$ cat src/sv/bsi_cdiv.sv
// Division by a constant through reciprocal multiplication: quotient, then remainder.
module bsi_cdiv #(
    parameter int DW      = 12,
    parameter int DIVISOR = 64
) (
    input  logic          clk,
    input  logic          rst_n,
    input  logic          start,
    input  logic [DW-1:0] dividend,
    output logic          done,
    output logic [DW-1:0] quotient,
    output logic [DW-1:0] remainder
);

    localparam int              SH  = DW + $clog2(DIVISOR);
    localparam longint unsigned MUL = ((64'd1 << SH) + 64'(DIVISOR) - 64'd1) / 64'(DIVISOR);
    localparam int              MW  = $clog2(MUL + 64'd1);
    localparam int              PW  = DW + MW;

    logic          mul_reg, mul_next;
    logic          sub_reg, sub_next;
    logic          done_reg, done_next;
    logic [DW-1:0] num_reg, num_next;
    logic [DW-1:0] quo_reg, quo_next;
    logic [DW-1:0] rem_reg, rem_next;
    logic [PW-1:0] product;
    logic [31:0]   back;

    assign product = PW'(num_reg) * PW'(MUL);
    assign back    = 32'(quo_reg) * 32'(DIVISOR);

    always_comb
    begin
        mul_next  = 1'b0;
        sub_next  = 1'b0;
        done_next = 1'b0;
        num_next  = num_reg;
        quo_next  = quo_reg;
        rem_next  = rem_reg;
        if (start)
        begin
            mul_next = 1'b1;
            num_next = dividend;
        end
        else if (mul_reg)
        begin
            quo_next = DW'(product >> SH);
            sub_next = 1'b1;
        end
        else if (sub_reg)
        begin
            rem_next  = num_reg - DW'(back);
            done_next = 1'b1;
        end
    end

    always_ff @(posedge clk or negedge rst_n)
    begin
        if (!rst_n)
        begin
            mul_reg  <= 1'b0;
            sub_reg  <= 1'b0;
            done_reg <= 1'b0;
        end
        else
        begin
            mul_reg  <= mul_next;
            sub_reg  <= sub_next;
            done_reg <= done_next;
        end
    end

    always_ff @(posedge clk)
    begin
        num_reg <= num_next;
        quo_reg <= quo_next;
        rem_reg <= rem_next;
    end

    assign done      = done_reg;
    assign quotient  = quo_reg;
    assign remainder = rem_reg;

endmodule

$ cat config.mk
export PLATFORM = sky130hd
export DESIGN_NAME = bsi_cdiv
export DESIGN_NICKNAME = d
export VERILOG_FILES = /design/src/sv/bsi_cdiv.sv
export SDC_FILE = /design/constraint.sdc
export NUM_CORES = 1
export LEC_CHECK = 0
export ABC_AREA = 1
export BUFFER_PORTS_ARGS = -buffer_cell sky130_fd_sc_hd__buf_2
export CAP_MARGIN = 30
export CORE_MARGIN = 5
export CORE_UTILIZATION = 49
export DETAILED_ROUTE_END_ITERATION = 12
export PLACE_DENSITY = 0.88
export SKIP_LAST_GASP = 1
export SLEW_MARGIN = 40
export SYNTH_ARGS = -nofsm -noshare
export SYNTH_HDL_FRONTEND = slang
export SYNTH_SLANG_ARGS = --single-unit
$ cat constraint.sdc
create_clock -name clk -period 2.1 [get_ports clk]
set_input_delay 0.42 -clock clk [delete_from_list [all_inputs] [get_ports clk]]
set_output_delay 0.42 -clock clk [all_outputs]
set_load 0.02 [all_outputs]
==> summary.md <==
| Metric | Value |
|---|---|
| Gate power share | 0.101 |
| Worst setup SP type | flip-flop |
| Drt first-iter violations | 13 |
| Clk slew on worst S/H paths | 0.10 ns |
| Cell Rows | 18 |
| Post-Syn Instances | 90 |
| Clock power frac | 0.350 |
| Area of the core | 0.00252 mm² |
| Gr ovfl total | 0 |
| # DRC | 0 |
| IO Count | 40 |
| Setup-failing EPs final | 0 |
| Fin crit period | 1.74 ns |
| Wire per inst | 14.6 µm |
| Leakage power | 0.729 nW |
| Power Total | 1.41 mW |
| HPWL after DPL | about 1800 µm |
| Main combinational cell family by area after synthesis | buffers and inverters |
| Critical path's slowest cell | edfxtp_1 |
| Number of global-route vias before repair | 822 |
| Port bufs | 33 |
| Largest cells by area after synthesis | edfxtp_1 69%, dfrtp_1 5.7%, ha_1 4.8%, inv_1 4.6%, nand2_1 3.7% |
| Post-synthesis area per instance | 14.5 µm² |
| Register area share after synthesis | 0.747 |
| Initial antenna violation count | 0 |
| Req. time, crit path | approximately 2.3 ns |
| Area Growth Syn to Fin | 21.4% |
| Clock Path Buffers | 2 |
| Critical path's largest stage delay | between 0.4 and 0.5 ns |
| Diodes inserted | 0 |
| Compound-cell area share of the yosys netlist | 0.0134 |
| TritonCTS clock tree | built |
| Synth Area in Simple Gates | 0.0795 |
| Most common cell after layout, fill and taps aside | buf_2 |
| Leading cell types in the layout, fill and taps excluded | 33 x buf_2, 30 x edfxtp_1, 16 x inv_1 |
| F_max | approximately 580 MHz |
| Largest net degree at the start of global routing | 17 |
| Worst Tran Pin Value | roughly 0.54 ns |
| Endpoint kind of the worst setup timing path | flip-flop |
| Slew margin rel. | 0.640 |
| Net Sw Frac | 0.223 |
| Power Dens Cells | between 800 and 900 mW/mm² |
| Vias per std cell | 4.60 |
| Mapped cell area | 0.00131 mm² |
| Initial Utilization | 0.518 |
| Share of the synthesized area in the top cell type | 0.690 |
| Warnings, synthesis | 0 |
| Worst-Skew Late Latency | between 0.3 and 0.4 ns |
| Critical path's top delay family | adder cells |
| Post-Synth Adder-Cell Area | 0.0632 |
| Max VDD drop | 0.604 mV |
| DRT Pass-1 Iters | 4 |
| Fill count | approximately 190 |
| P_sw | between 0.3 and 0.4 mW |
| Crit-path max FO | 2 |
| Final hold violations | 0 |
| Final period util | 0.828 |
| Die height | between 60 and 70 µm |
| Final max-slew violation count | 0 |
| Num CTS Buffers | 5 |
| Routed WL | around 2400 µm |
| Synth cell types | 18 |
| Vias | 746 |
| Global-route wire length before repair | 3660 µm |
| Critical-path cell list | ha_1, fa_1, nand3b_1, nand2_1, xor2_1 |
| Arrival @ worst endpoint | between 1.5 and 2 ns |
| CTS Sinks | 33 |
| Worst path bufs/invs | 0 |
| Sequential share of power | 0.550 |
| Hold WC Path Type | in2reg |
| CTS Root Cell | clkbuf_4 |
| Synth Area in XOR/XNOR | 0.0134 |
| GRT Overall Usage | 0.148 |
| Post-synthesis mux area share | 0 |
| Fin nets | ~150 |
| Layout cell share with drive strength beyond 1 | 0.326 |
| DIE AREA | about 0.0038 mm² |
| Internal power | 1.10 mW |
| CTS H-tree lvls | 2 |
| Total negative slack | 0 ns |
| Max_cap viols | 0 |
| RePlAce Congestion | around 0.84 |
| CP Class | reg2reg |
| Detail Route Antenna Nets | 0 |
| RSZ-0062 raised after global routing | false |
| #FFs+latches synth | 33 |
| Clock skew | between 0.009 and 0.01 ns |
| Status | completed |
| Largest area contributor in the netlist | edfxtp_1 |
| Die Wd | just over 60 µm |
==> layout make-up <==
| cell class | instances | area, µm² | share of cell area |
|---|---|---|---|
| clock buffer | 7 | 55.1 | 0.0347 |
| inverter | 16 | 60.1 | 0.0379 |
| timing repair buffer | 35 | 183 | 0.115 |
| sequential | 33 | 976 | 0.616 |
| multi-input combinational | 40 | 244 | 0.154 |
| clock inverter | 1 | 30.0 | 0.0189 |
| tap | 30 | 37.5 | 0.0237 |
==> kinds of logic (layout without fill, tap and decap cells) <==
group	count (synthesis)	after routing
AOI/OAI and AO/OA	3	3
xor gates and xnor gates	2	2
adders and majority gates	6	6
buffers and inverters	22	59
DFF	33	33
other	1	6
and+or+nand+nor	23	23
==> timing repair <==
action	4_1_cts	5_1_grt
endpoints found under the hold margin	3	0
gates resized for setup	0	0
buffers inserted	0	0
hold buffers	1	0
==> cell usage after synthesis, drive strengths merged <==
cell type	instances
nand3	3
fa	1
nand4	1
a21oi	2
xnor2	1
buf	6
nor2	4
edfxtp	30
nand3b	1
dfrtp	3
a21o	1
nand2	14
xor2	1
conb	1
ha	5
inv	16
==> power by group through the flow <==
stage / Sequential (mW) / Clock, mW / Combinational (mW)
after floorplan: 0.800 / 0 / 0.0833
final: 0.775 / 0.493 / 0.142
after CTS: 0.775 / 0.503 / 0.142
after detailed placement: 0.790 / 0 / 0.139
after global placement: 0.787 / 0 / 0.127
after global routing: 0.779 / 0.540 / 0.158
==> metal layers <==
metal  track usage  part of all wire  vias to the layer above
li1              -                 -                      366
met5             0                 0                        -
met4        0.0818             0.017                        0
met2         0.259              0.54                       33
met3        0.0755              0.10                        4
met1         0.137              0.35                      343
==> metrics by stage <==
stage / util / setup slack (ns) / hold slack, ns / area [µm²] / cells
CTS: 0.628 / 0.373 / 0.249 / 1590 / 162
global route: 0.628 / 0.278 / 0.232 / 1590 / 162
detailed placement: 0.591 / 0.394 / 0.220 / 1490 / 153
floorplan: - / 0.433 / 0.124 / 1330 / 95
global placement: 0.591 / 0.560 / 0.215 / 1490 / 153
finish: 0.628 / 0.361 / 0.261 / 1590 / 162
==> final timing paths <==
kind,start,to,slack [ns],depth (start not counted)
worst max-delay path,quotient[0],remainder[10],0.36,5
worst min-delay path,dividend[7],num_reg[7],0.26,1
worst max register to register,quotient[0],remainder[10],0.36,5
worst min register to register,num_reg[3],remainder[3],0.44,0
max in group asynchronous,rst_n,mul_reg,1.57,2
min in group asynchronous,rst_n,done,0.41,2
(Power assumes the default switching activity.)
