### src/sv/bsi_pkg.sv
// Shared types and constants for the bit-sliced index engine.
package bsi_pkg;

    localparam int ROW_ID_W   = 12;
    localparam int VALUE_W    = 64;
    localparam int WORD_IDX_W = 6;
    localparam int DEPTH_W    = 7;
    localparam int RESULT_W   = 64;

    typedef enum logic [2:0] {
        ACT_PUT       = 3'd0,
        ACT_REMOVE    = 3'd1,
        ACT_GET       = 3'd2,
        ACT_LESS      = 3'd3,
        ACT_GREATER   = 3'd4,
        ACT_EQUAL     = 3'd5,
        ACT_NOT_EQUAL = 3'd6,
        ACT_BETWEEN   = 3'd7
    } action_t;

    typedef struct packed {
        action_t                 action;
        logic [ROW_ID_W-1:0]     row_id;
        logic [VALUE_W-1:0]      value;
        logic [VALUE_W-1:0]      value_high;
        logic                    allow_equal;
        logic [WORD_IDX_W-1:0]   word_index;
        logic [RESULT_W-1:0]     filter_word;
        logic                    filter_empty;
    } req_t;

    typedef struct packed {
        logic                    found;
        logic [VALUE_W-1:0]      read_value;
        logic [RESULT_W-1:0]     result_word;
    } rsp_t;

    typedef struct packed {
        logic clr;
        logic en;
    } cmp_ctrl_t;

endpackage

### src/sv/bsi_cmp.sv
// Per-row unsigned compare against a bound, one slice per cycle while enabled, from the low bit.
module bsi_cmp
    import bsi_pkg::*;
#(
    parameter int RPW = 64
) (
    input  logic           clk,
    input  cmp_ctrl_t      ctrl,
    input  logic [RPW-1:0] slice,
    input  logic           bound_bit,
    output logic [RPW-1:0] lt,
    output logic [RPW-1:0] gt
);

    logic [RPW-1:0] lt_reg, lt_next;
    logic [RPW-1:0] gt_reg, gt_next;
    logic [RPW-1:0] bound;
    logic [RPW-1:0] same;

    assign bound = {RPW{bound_bit}};
    assign same  = ~(slice ^ bound);

    always_comb
    begin
        lt_next = lt_reg;
        gt_next = gt_reg;
        if (ctrl.clr)
        begin
            lt_next = '0;
            gt_next = '0;
        end
        else if (ctrl.en)
        begin
            lt_next = (~slice & bound) | (same & lt_reg);
            gt_next = (slice & ~bound) | (same & gt_reg);
        end
    end

    always_ff @(posedge clk)
    begin
        lt_reg <= lt_next;
        gt_reg <= gt_next;
    end

    assign lt = lt_reg;
    assign gt = gt_reg;

endmodule

### config.mk
export PLATFORM = sky130hd
export DESIGN_NAME = bsi_cmp
export DESIGN_NICKNAME = d
export VERILOG_FILES = /design/src/sv/bsi_pkg.sv /design/src/sv/bsi_cmp.sv
export SDC_FILE = /design/constraint.sdc
export NUM_CORES = 1
export LEC_CHECK = 0
export BUFFER_PORTS_ARGS = -buffer_cell sky130_fd_sc_hd__buf_2
export CORE_UTILIZATION = 49
export CTS_CLUSTER_SIZE = 28
export DETAILED_ROUTE_END_ITERATION = 16
export PLACE_DENSITY = 0.78
export SLEW_MARGIN = 20
export SYNTH_ARGS = -nofsm -noshare
export SYNTH_HDL_FRONTEND = slang
export SYNTH_SLANG_ARGS = --single-unit
### constraint.sdc
create_clock -name clk -period 1.79 [get_ports clk]
set_input_delay 0.179 -clock clk [delete_from_list [all_inputs] [get_ports clk]]
set_output_delay 0.179 -clock clk [all_outputs]
set_load 0.01 [all_outputs]
==> out/metrics.csv, run 1 <==
stage,metric,value,unit
run_status,status,"finished, final reports clean",
routing,drt-total-wl,16.4,mm
setup_path,path_cells,buf_2,
place,dp_hpwl,11.6,mm
die,rows,46,
global_route,grt.overflow.total,0,
yosys,yosys_warnings,0,
power,switching_share,0.256,
clock_tree,cts_buffer_depth,2,
routing,drtIter0Drc,217,
setup_path,end_kind,output port,
sta,min_period,1.09,ns
sta,tightest_slew,0.327,ns
yosys,syn_inst,818,
power,pwr-share-seq,0.382,
routing,drtAntennaViolNets,0,
yosys,netlist-cell-type-count,15,
yosys,yosysSeqAreaShare,0.317,
setup_path,timing.rr.start,gt[24]$_SDFFE_PP0P_,
clock_tree,cts-resized-gates,0,
yosys,syn-num-nets,1014,
layout,drive_above_1_share,0.401,
sta,skew,0,ns
setup_path,start_kind,flop,
sta,fmaxAchievable,0.918,GHz
min_path,holdPathEnd,gt[61]$_SDFFE_PP0P_,
routing,vias,5965,
clock_tree,ctsHtreeMaxLevel,4,
setup_path,cp_data_arrival_time,0.91,ns
layout,fin_nets,1203,
sta,holdWs,0.127,ns
power,combPwrFrac,0.159,
clock_tree,cts_tree,yes,
clock_tree,cts_root_buf,clkbuf_16,
die,dieArea,17000,µm²
place,placedCellCount,1204,
clock_tree,insertion_delay,0.42,ns
run,drv_cap,0,
clock_tree,cts_inserted_buffers,17,
power,internal_power,5.98,mW
power,vdd_drop_max,0.642,mV
setup_path,worstSetupStartpoint,lt[12]$_SDFFE_PP0P_,
setup_path,reg2reg_slack,1.16,ns
setup_path,crit_family,flip-flops,
global_route,grt_pass1_vias,5675,
setup_path,critPathRequiredTime,1.61,ns
setup_path,cp.depth,1,
die,die_x,130,µm
place,gp_congestion,0.730,
clock_tree,hold_buffers,0,
global_route,grt.total_usage,0.195,
layout,synthToLayoutAreaGrowth,21.5,%
power,clockPowerShare,0.459,
die,core-area,16000,µm²
sta,final-max-slew-violation-count,0,
die,start_util,0.505,
die,ios,196,
die,die_h,130,µm
layout,layout_common_cells,"buf_2, nand2b_1, ha_1, dfxtp_1",
setup_path,critPathKind,flop to output port,
yosys,ys_ff_latch,128,
clock_tree,post-cts-setup-buffer-count,0,
global_route,grt_max_degree,51,
setup_path,cp_num_buf_inv,1,
sta,tns,0,ns
setup_path,r2r-end,gt[24]$_SDFFE_PP0P_,
place,io_buffers,195,
layout,mostFrequentLayoutCell,buf_2,
min_path,worstHoldStart,ctrl[0],
power,leakage,4.74,nW
routing,routedWlPerCell,13.3,µm
global_route,antenna_found_initial,0,
layout,n_antenna_cell,0,
sta,fin_crit_sh,0.609,
setup_path,critPathMaxStageDelay,0.36,ns
setup_path,reg2reg_depth,2,
setup_path,critPathSlowestCell,dfxtp_1,
clock_tree,cts_sinks,128,
setup_path,critPathMaxFanout,2,
sta,grt_setup_unrepaired,false,
routing,drc_errors,0,
layout,final_cell_count_no_fill,1236,
power,p_per_area,818,nW/µm²
sta,setup_viol_count_final,0,
min_path,hold_depth,3,
routing,drt_pass1_iterations,6,
yosys,syn_area_per_cell,9.87,µm²
clock_tree,cts.clk_slew.worst_paths,0.06,ns
power,p_switching,2.05,mW
min_path,hold_path_class,primary input to flop,
yosys,post_synth_instance_area,8080,µm²
global_route,grt_pass1_wl,26.1,mm
routing,vias_per_cell,4.83,
sta,hold_viol_final,0,
sta,slew_headroom,0.782,
[per-layer routing]
layer,track usage,up-vias,part of all wire
li1,-,3071,-
met1,0.226,2733,0.44
met2,0.334,135,0.48
met3,0.0590,26,0.057
met4,0.0838,0,0.020
met5,0,-,0
[cell usage after synthesis]
| cell type | count | area [µm²] |
|---|---|---|
| buf_2 | 13 | 65.1 |
| nand2_2 | 80 | 500 |
| o22ai_1 | 48 | 300 |
| dfxtp_1 | 128 | 2560 |
| inv_1 | 65 | 244 |
| and2b_1 | 23 | 173 |
| buf_4 | 3 | 22.5 |
| nor2b_1 | 41 | 257 |
| clkbuf_1 | 11 | 41.3 |
| buf_6 | 13 | 146 |
| nand2_1 | 48 | 180 |
| buf_12 | 9 | 180 |
| o22ai_2 | 80 | 1000 |
| nand2b_1 | 128 | 801 |
| ha_1 | 128 | 1600 |
[power groups by stage]
| stage | logic (mW) | clock network (mW) | registers (mW) |
|---|---|---|---|
| 2_1_floorplan | 0.820 | 0 | 3.20 |
| 3_3_place_gp | 1.25 | 0 | 3.12 |
| 3_5_place_dp | 1.29 | 0 | 3.13 |
| 4_1_cts | 1.29 | 3.75 | 3.07 |
| 5_1_grt | 1.42 | 3.89 | 3.09 |
| 6_report | 1.27 | 3.69 | 3.07 |
[stage by stage]
step | utilization | power, mW | worst slack [ns] | cell area, µm²
CTS | 0.613 | 8.11 | 0.672 | 9810
global route | 0.613 | 8.40 | 0.651 | 9810
detailed placement | 0.574 | 4.42 | 0.369 | 9190
floorplan | - | 4.02 | 0.203 | 8080
global placement | 0.574 | 4.37 | 0.393 | 9190
finish | 0.613 | 8.03 | 0.700 | 9810
[final cells by class]
class | instances | area [µm²]
fill | 1375 | 6190
timing repair buffer | 219 | 1300
sequential | 128 | 2560
inverter | 65 | 248
multi-input combinational | 576 | 4810
clock inverter | 10 | 159
clock buffer | 22 | 464
tap | 216 | 270
[worst max path at each step]
stage / to / slack, ns
after floorplan: gt[54]$_SDFFE_PP0P_ / 0.20
after global placement: gt[36]$_SDFFE_PP0P_ / 0.39
after detailed placement: gt[13]$_SDFFE_PP0P_ / 0.37
after CTS: gt[11] / 0.67
after global routing: gt[6] / 0.65
final: lt[12] / 0.70
[logic make-up (layout without fill, tap and decap cells)]
logic type / after synthesis / count (layout) / share of synthesized area
buf+inv: 114 / 316 / 0.0866
fa+ha+maj: 128 / 128 / 0.198
flops: 128 / 128 / 0.317
simple gates: 320 / 320 / 0.237
compound gates: 128 / 128 / 0.161
Power figures use the tool's default switching activity.
==> run 2, diff against run 1 <==
==> constraint.sdc (replaced) <==
create_clock -name clk -period 1 [get_ports clk]
set_input_delay 0.1 -clock clk [delete_from_list [all_inputs] [get_ports clk]]
set_output_delay 0.1 -clock clk [all_outputs]
set_load 0.01 [all_outputs]
==> out/metrics.csv, run 2 (synthesis results as in run 1) <==
stage,metric,value,unit
die,die_h,130,µm
power,power,13.9,mW
place,pre_cts_ws,-0.283,ns
clock_tree,cts_root_buf,clkbuf_16,
power,internal_power,10.2,mW
routing,drc_errors,0,
sta,setup_viol_count_final,0,
global_route,grt.total_usage,0.196,
layout,fin_nets,1225,
power,p_switching,3.73,mW
sta,skew,0,ns
global_route,antenna_found_initial,0,
clock_tree,cts_tree,yes,
clock_tree,cts_sinks,128,
power,vdd_drop_max,1.11,mV
layout,seq_area,2710,µm²
layout,layout_common_cells,"buf_2, nand2b_1, ha_1",
routing,drtAntennaViolNets,0,
routing,vias_per_cell,4.83,
min_path,hold_path_class,primary input to flop,
die,core-area,16000,µm²
run_status,status,"finished, final reports clean",
power,leakage,4.91,nW
layout,synthToLayoutAreaGrowth,28.5,%
power,switching_share,0.268,
clock_tree,ctsHtreeMaxLevel,4,
power,p_per_area,1340,nW/µm²
sta,final-max-slew-violation-count,0,
sta,fmaxAchievable,1.02,GHz
setup_path,critPathRequiredTime,0.90,ns
place,io_buffers,195,
layout,mostFrequentLayoutCell,buf_2,
sta,fin_ws,0.0165,ns
routing,drt-total-wl,17.0,mm
clock_tree,cts_inserted_buffers,17,
sta,slew_headroom,0.842,
sta,tns,0,ns
setup_path,critPathSlowestCell,dfxtp_2,
setup_path,cp_data_arrival_time,0.88,ns
layout,fillerInstances,1262,
die,rows,46,
global_route,grt_max_degree,44,
setup_path,critPathMaxStageDelay,0.34,ns
die,ios,196,
routing,vias,6079,
setup_path,reg2reg_slack,0.38,ns
power,clockPowerShare,0.421,
place,dp_hpwl,11.7,mm
clock_tree,cts.clk_slew.worst_paths,0.06,ns
setup_path,cp_num_buf_inv,1,
run,drv_cap,0,
setup_path,end_kind,output port,
setup_path,start_kind,flop,
setup_path,critPathMaxFanout,2,
routing,drtIter0Drc,233,
layout,drive_above_1_share,0.522,
routing,routedWlPerCell,13.5,µm
global_route,grt_pass1_vias,5781,
layout,multiInputGateArea,4810,µm²
place,postPlaceCellArea,9420,µm²
routing,drt_pass1_iterations,4,
power,pwr-share-seq,0.400,
layout,post-route-cell-area,10400,µm²
global_route,grt_pass1_wl,26.4,mm
die,die_x,130,µm
setup_path,path_cells,buf_2,
sta,tightest_slew,0.236,ns
layout,n_antenna_cell,0,
die,dieArea,17000,µm²
global_route,grt.overflow.total,0,
setup_path,crit_family,flip-flops,
sta,min_period,0.983,ns
sta,grt_setup_unrepaired,true,
place,gp_congestion,0.742,
clock_tree,insertion_delay,0.42,ns
sta,hold_viol_final,0,
sta,fin_crit_sh,0.983,
die,start_util,0.505,
power,combPwrFrac,0.179,
clock_tree,cts_buffer_depth,2,
setup_path,critPathKind,flop to output port,
## run 2: repair_timing
action / in CTS / in global routing
setup endpoints to repair: 56 / 86
buffers inserted: 0 / 0
resized for setup: 63 / 98
hold buffers: 0 / 0
## run 2: worst paths after layout
path,start,to,cells after the start
min,ctrl[1],lt[10]$_SDFFE_PP0P_,2
max reg2reg,gt[33]$_SDFFE_PP0P_,gt[33]$_SDFFE_PP0P_,2
max,lt[3]$_SDFFE_PP0P_,lt[3],1
min reg2reg,lt[63]$_SDFFE_PP0P_,lt[63]$_SDFFE_PP0P_,2
## run 2: metrics by stage
step	std cells	util	hold WS [ns]
floorplan	818	-	0.363
global placement	1226	0.589	0.460
detailed placement	1226	0.589	0.464
CTS	1258	0.631	0.0504
global route	1258	0.648	0.0589
finish	1258	0.648	0.0579
## run 2: layer usage
metal,GRT usage,part of all wire,vias to the layer above
met5,0,0,-
met3,0.0521,0.051,21
li1,-,-,3129
met1,0.227,0.43,2803
met4,0.0751,0.016,0
met2,0.346,0.50,126
## run 2: power by group through the flow
stage               logic, mW  registers (mW)  clock network, mW
floorplan                1.47            5.72                  0
global placement         2.32            5.60                  0
detailed placement       2.40            5.60                  0
CTS                      2.43            5.52               5.95
global route             2.76            5.59               6.18
finish                   2.49            5.56               5.85
## run 2: layout make-up
type,instances,share of cell area
Tap cell,216,0.0261
Sequential cell,128,0.261
Clock inverter,9,0.00820
Timing Repair Buffer,241,0.172
Inverter,65,0.0239
Multi-Input combinational cell,576,0.464
Clock buffer,23,0.0451
==> run 3, diff against run 2 <==
--- a/config.mk
+++ b/config.mk
@@ -10,6 +10,7 @@
 export CTS_CLUSTER_SIZE = 28
 export DETAILED_ROUTE_END_ITERATION = 16
 export PLACE_DENSITY = 0.78
+export RECOVER_POWER = 100
 export SLEW_MARGIN = 20
 export SYNTH_ARGS = -nofsm -noshare
 export SYNTH_HDL_FRONTEND = slang
==> constraint.sdc (replaced) <==
create_clock -name clk -period 0.8 [get_ports clk]
set_input_delay 0.08 -clock clk [delete_from_list [all_inputs] [get_ports clk]]
set_output_delay 0.08 -clock clk [all_outputs]
set_load 0.01 [all_outputs]
==> out/metrics.csv, run 3 (synthesis results as in run 1) <==
stage,metric,value,unit
die,core-area,16000,µm²
global_route,antenna_found_initial,1,
routing,routedWlPerCell,15.9,µm
place,postPlaceCellArea,9900,µm²
routing,drt-total-wl,21.8,mm
global_route,grt_pass1_vias,6841,
layout,final_core_util,0.748,
sta,fin_crit_sh,1.22,
die,ios,196,
sta,hold_viol_final,0,
layout,post-route-cell-area,12000,µm²
die,die_h,130,µm
sta,slew_headroom,0.833,
sta,tightest_slew,0.249,ns
clock_tree,cts_sinks,128,
die,dieArea,17000,µm²
sta,fin_ws,-0.172,ns
place,io_buffers,195,
sta,fmaxAchievable,1.03,GHz
power,leakage,5.65,nW
setup_path,critPathMaxFanout,2,
routing,drtAntennaViolNets,0,
setup_path,end_kind,output port,
sta,holdWs,0.111,ns
setup_path,critPathRequiredTime,0.72,ns
power,vdd_drop_max,1.52,mV
clock_tree,cts_buffer_depth,2,
global_route,grt.overflow.total,0,
die,die_x,130,µm
setup_path,critPathKind,flop to output port,
setup_path,start_kind,flop,
global_route,grt_max_degree,40,
clock_tree,ctsHtreeMaxLevel,4,
setup_path,cp_num_buf_inv,1,
setup_path,path_cells,buf_6,
setup_path,critPathSlowestCell,dfxtp_2,
die,start_util,0.505,
clock_tree,cts_tree,yes,
run_status,status,"complete, but fails checks",
sta,min_period,0.972,ns
routing,vias,6813,
setup_path,crit_family,flip-flops,
routing,vias_per_cell,4.96,
routing,drtIter0Drc,183,
run,drv_cap,0,
layout,multiInputGateArea,4840,µm²
global_route,grt_pass1_wl,32.1,mm
place,dp_hpwl,12.5,mm
min_path,hold_path_class,primary input to flop,
layout,synthToLayoutAreaGrowth,48.2,%
clock_tree,insertion_delay,0.42,ns
power,p_per_area,1650,nW/µm²
layout,layout_common_cells,"buf_4, buf_6, ha_1",
clock_tree,cts_inserted_buffers,17,
setup_path,cp_data_arrival_time,0.89,ns
layout,drive_above_1_share,0.588,
routing,drc_errors,0,
clock_tree,cts_root_buf,clkbuf_16,
sta,skew,0,ns
layout,mostFrequentLayoutCell,buf_4,
run_status,violations,negative setup slack,
clock_tree,cts.clk_slew.worst_paths,0.06,ns
layout,fin_nets,1340,
sta,setup_viol_count_final,205,
layout,fillerInstances,1017,
sta,final-max-slew-violation-count,0,
place,gp_congestion,0.752,
die,rows,46,
sta,grt_setup_unrepaired,true,
routing,drt_pass1_iterations,4,
layout,seq_area,2720,µm²
setup_path,critPathMaxStageDelay,0.35,ns
global_route,grt.total_usage,0.242,
## run 3: layer usage
metal / vias up / share of wire / GRT usage
met3: 55 / 0.054 / 0.0668
met4: 0 / 0.030 / 0.116
li1: 3353 / - / -
met2: 192 / 0.52 / 0.444
met5: - / 0 / 0
met1: 3213 / 0.40 / 0.256
## run 3: power breakdown
part,switching (mW),internal [mW],leakage (nW),total [mW]
logic,1.81,2.13,4.23,3.94
clock network,3.11,5.70,0.316,8.81
registers,0.247,6.77,1.10,7.02
total,5.17,14.6,5.65,19.8
## run 3: final timing paths
kind / cells past startpoint / end / start / slack, ns
worst max-delay path: 1 / lt[20] / lt[20]$_SDFFE_PP0P_ / -0.17
worst min-delay path: 4 / gt[3]$_SDFFE_PP0P_ / slice[3] / 0.11
worst max register to register: 4 / lt[32]$_SDFFE_PP0P_ / lt[32]$_SDFFE_PP0P_ / 0.01
worst min register to register: 2 / lt[55]$_SDFFE_PP0P_ / lt[55]$_SDFFE_PP0P_ / 0.49
## run 3: stage by stage
stage	instances	total power [mW]	setup TNS (ns)	worst slack [ns]
finish	1374	19.8	-20.30	-0.172
global route	1374	20.5	-26.94	-0.190
CTS	1343	19.6	-19.56	-0.175
detailed placement	1294	10.2	-48.30	-0.418
global placement	1294	10.1	-46.12	-0.384
floorplan	818	8.99	-42.98	-0.688
## run 3: layout make-up
type | instances | area share
Tap cell | 216 | 0.0226
Antenna cell | 1 | 0.000209
Inverter | 65 | 0.0207
Sequential cell | 128 | 0.227
Clock inverter | 13 | 0.0175
Multi-Input combinational cell | 576 | 0.405
Timing Repair Buffer | 356 | 0.269
Clock buffer | 19 | 0.0378
## run 3: timing repair
action / in CTS / in global routing
gates resized for setup: 258 / 11
gates cloned: 0 / 5
pin swaps: 0 / 1
setup endpoints to repair: 128 / 210
setup buffers: 16 / 28
hold buffers: 1 / 0
endpoints found under the hold margin: 1 / 0
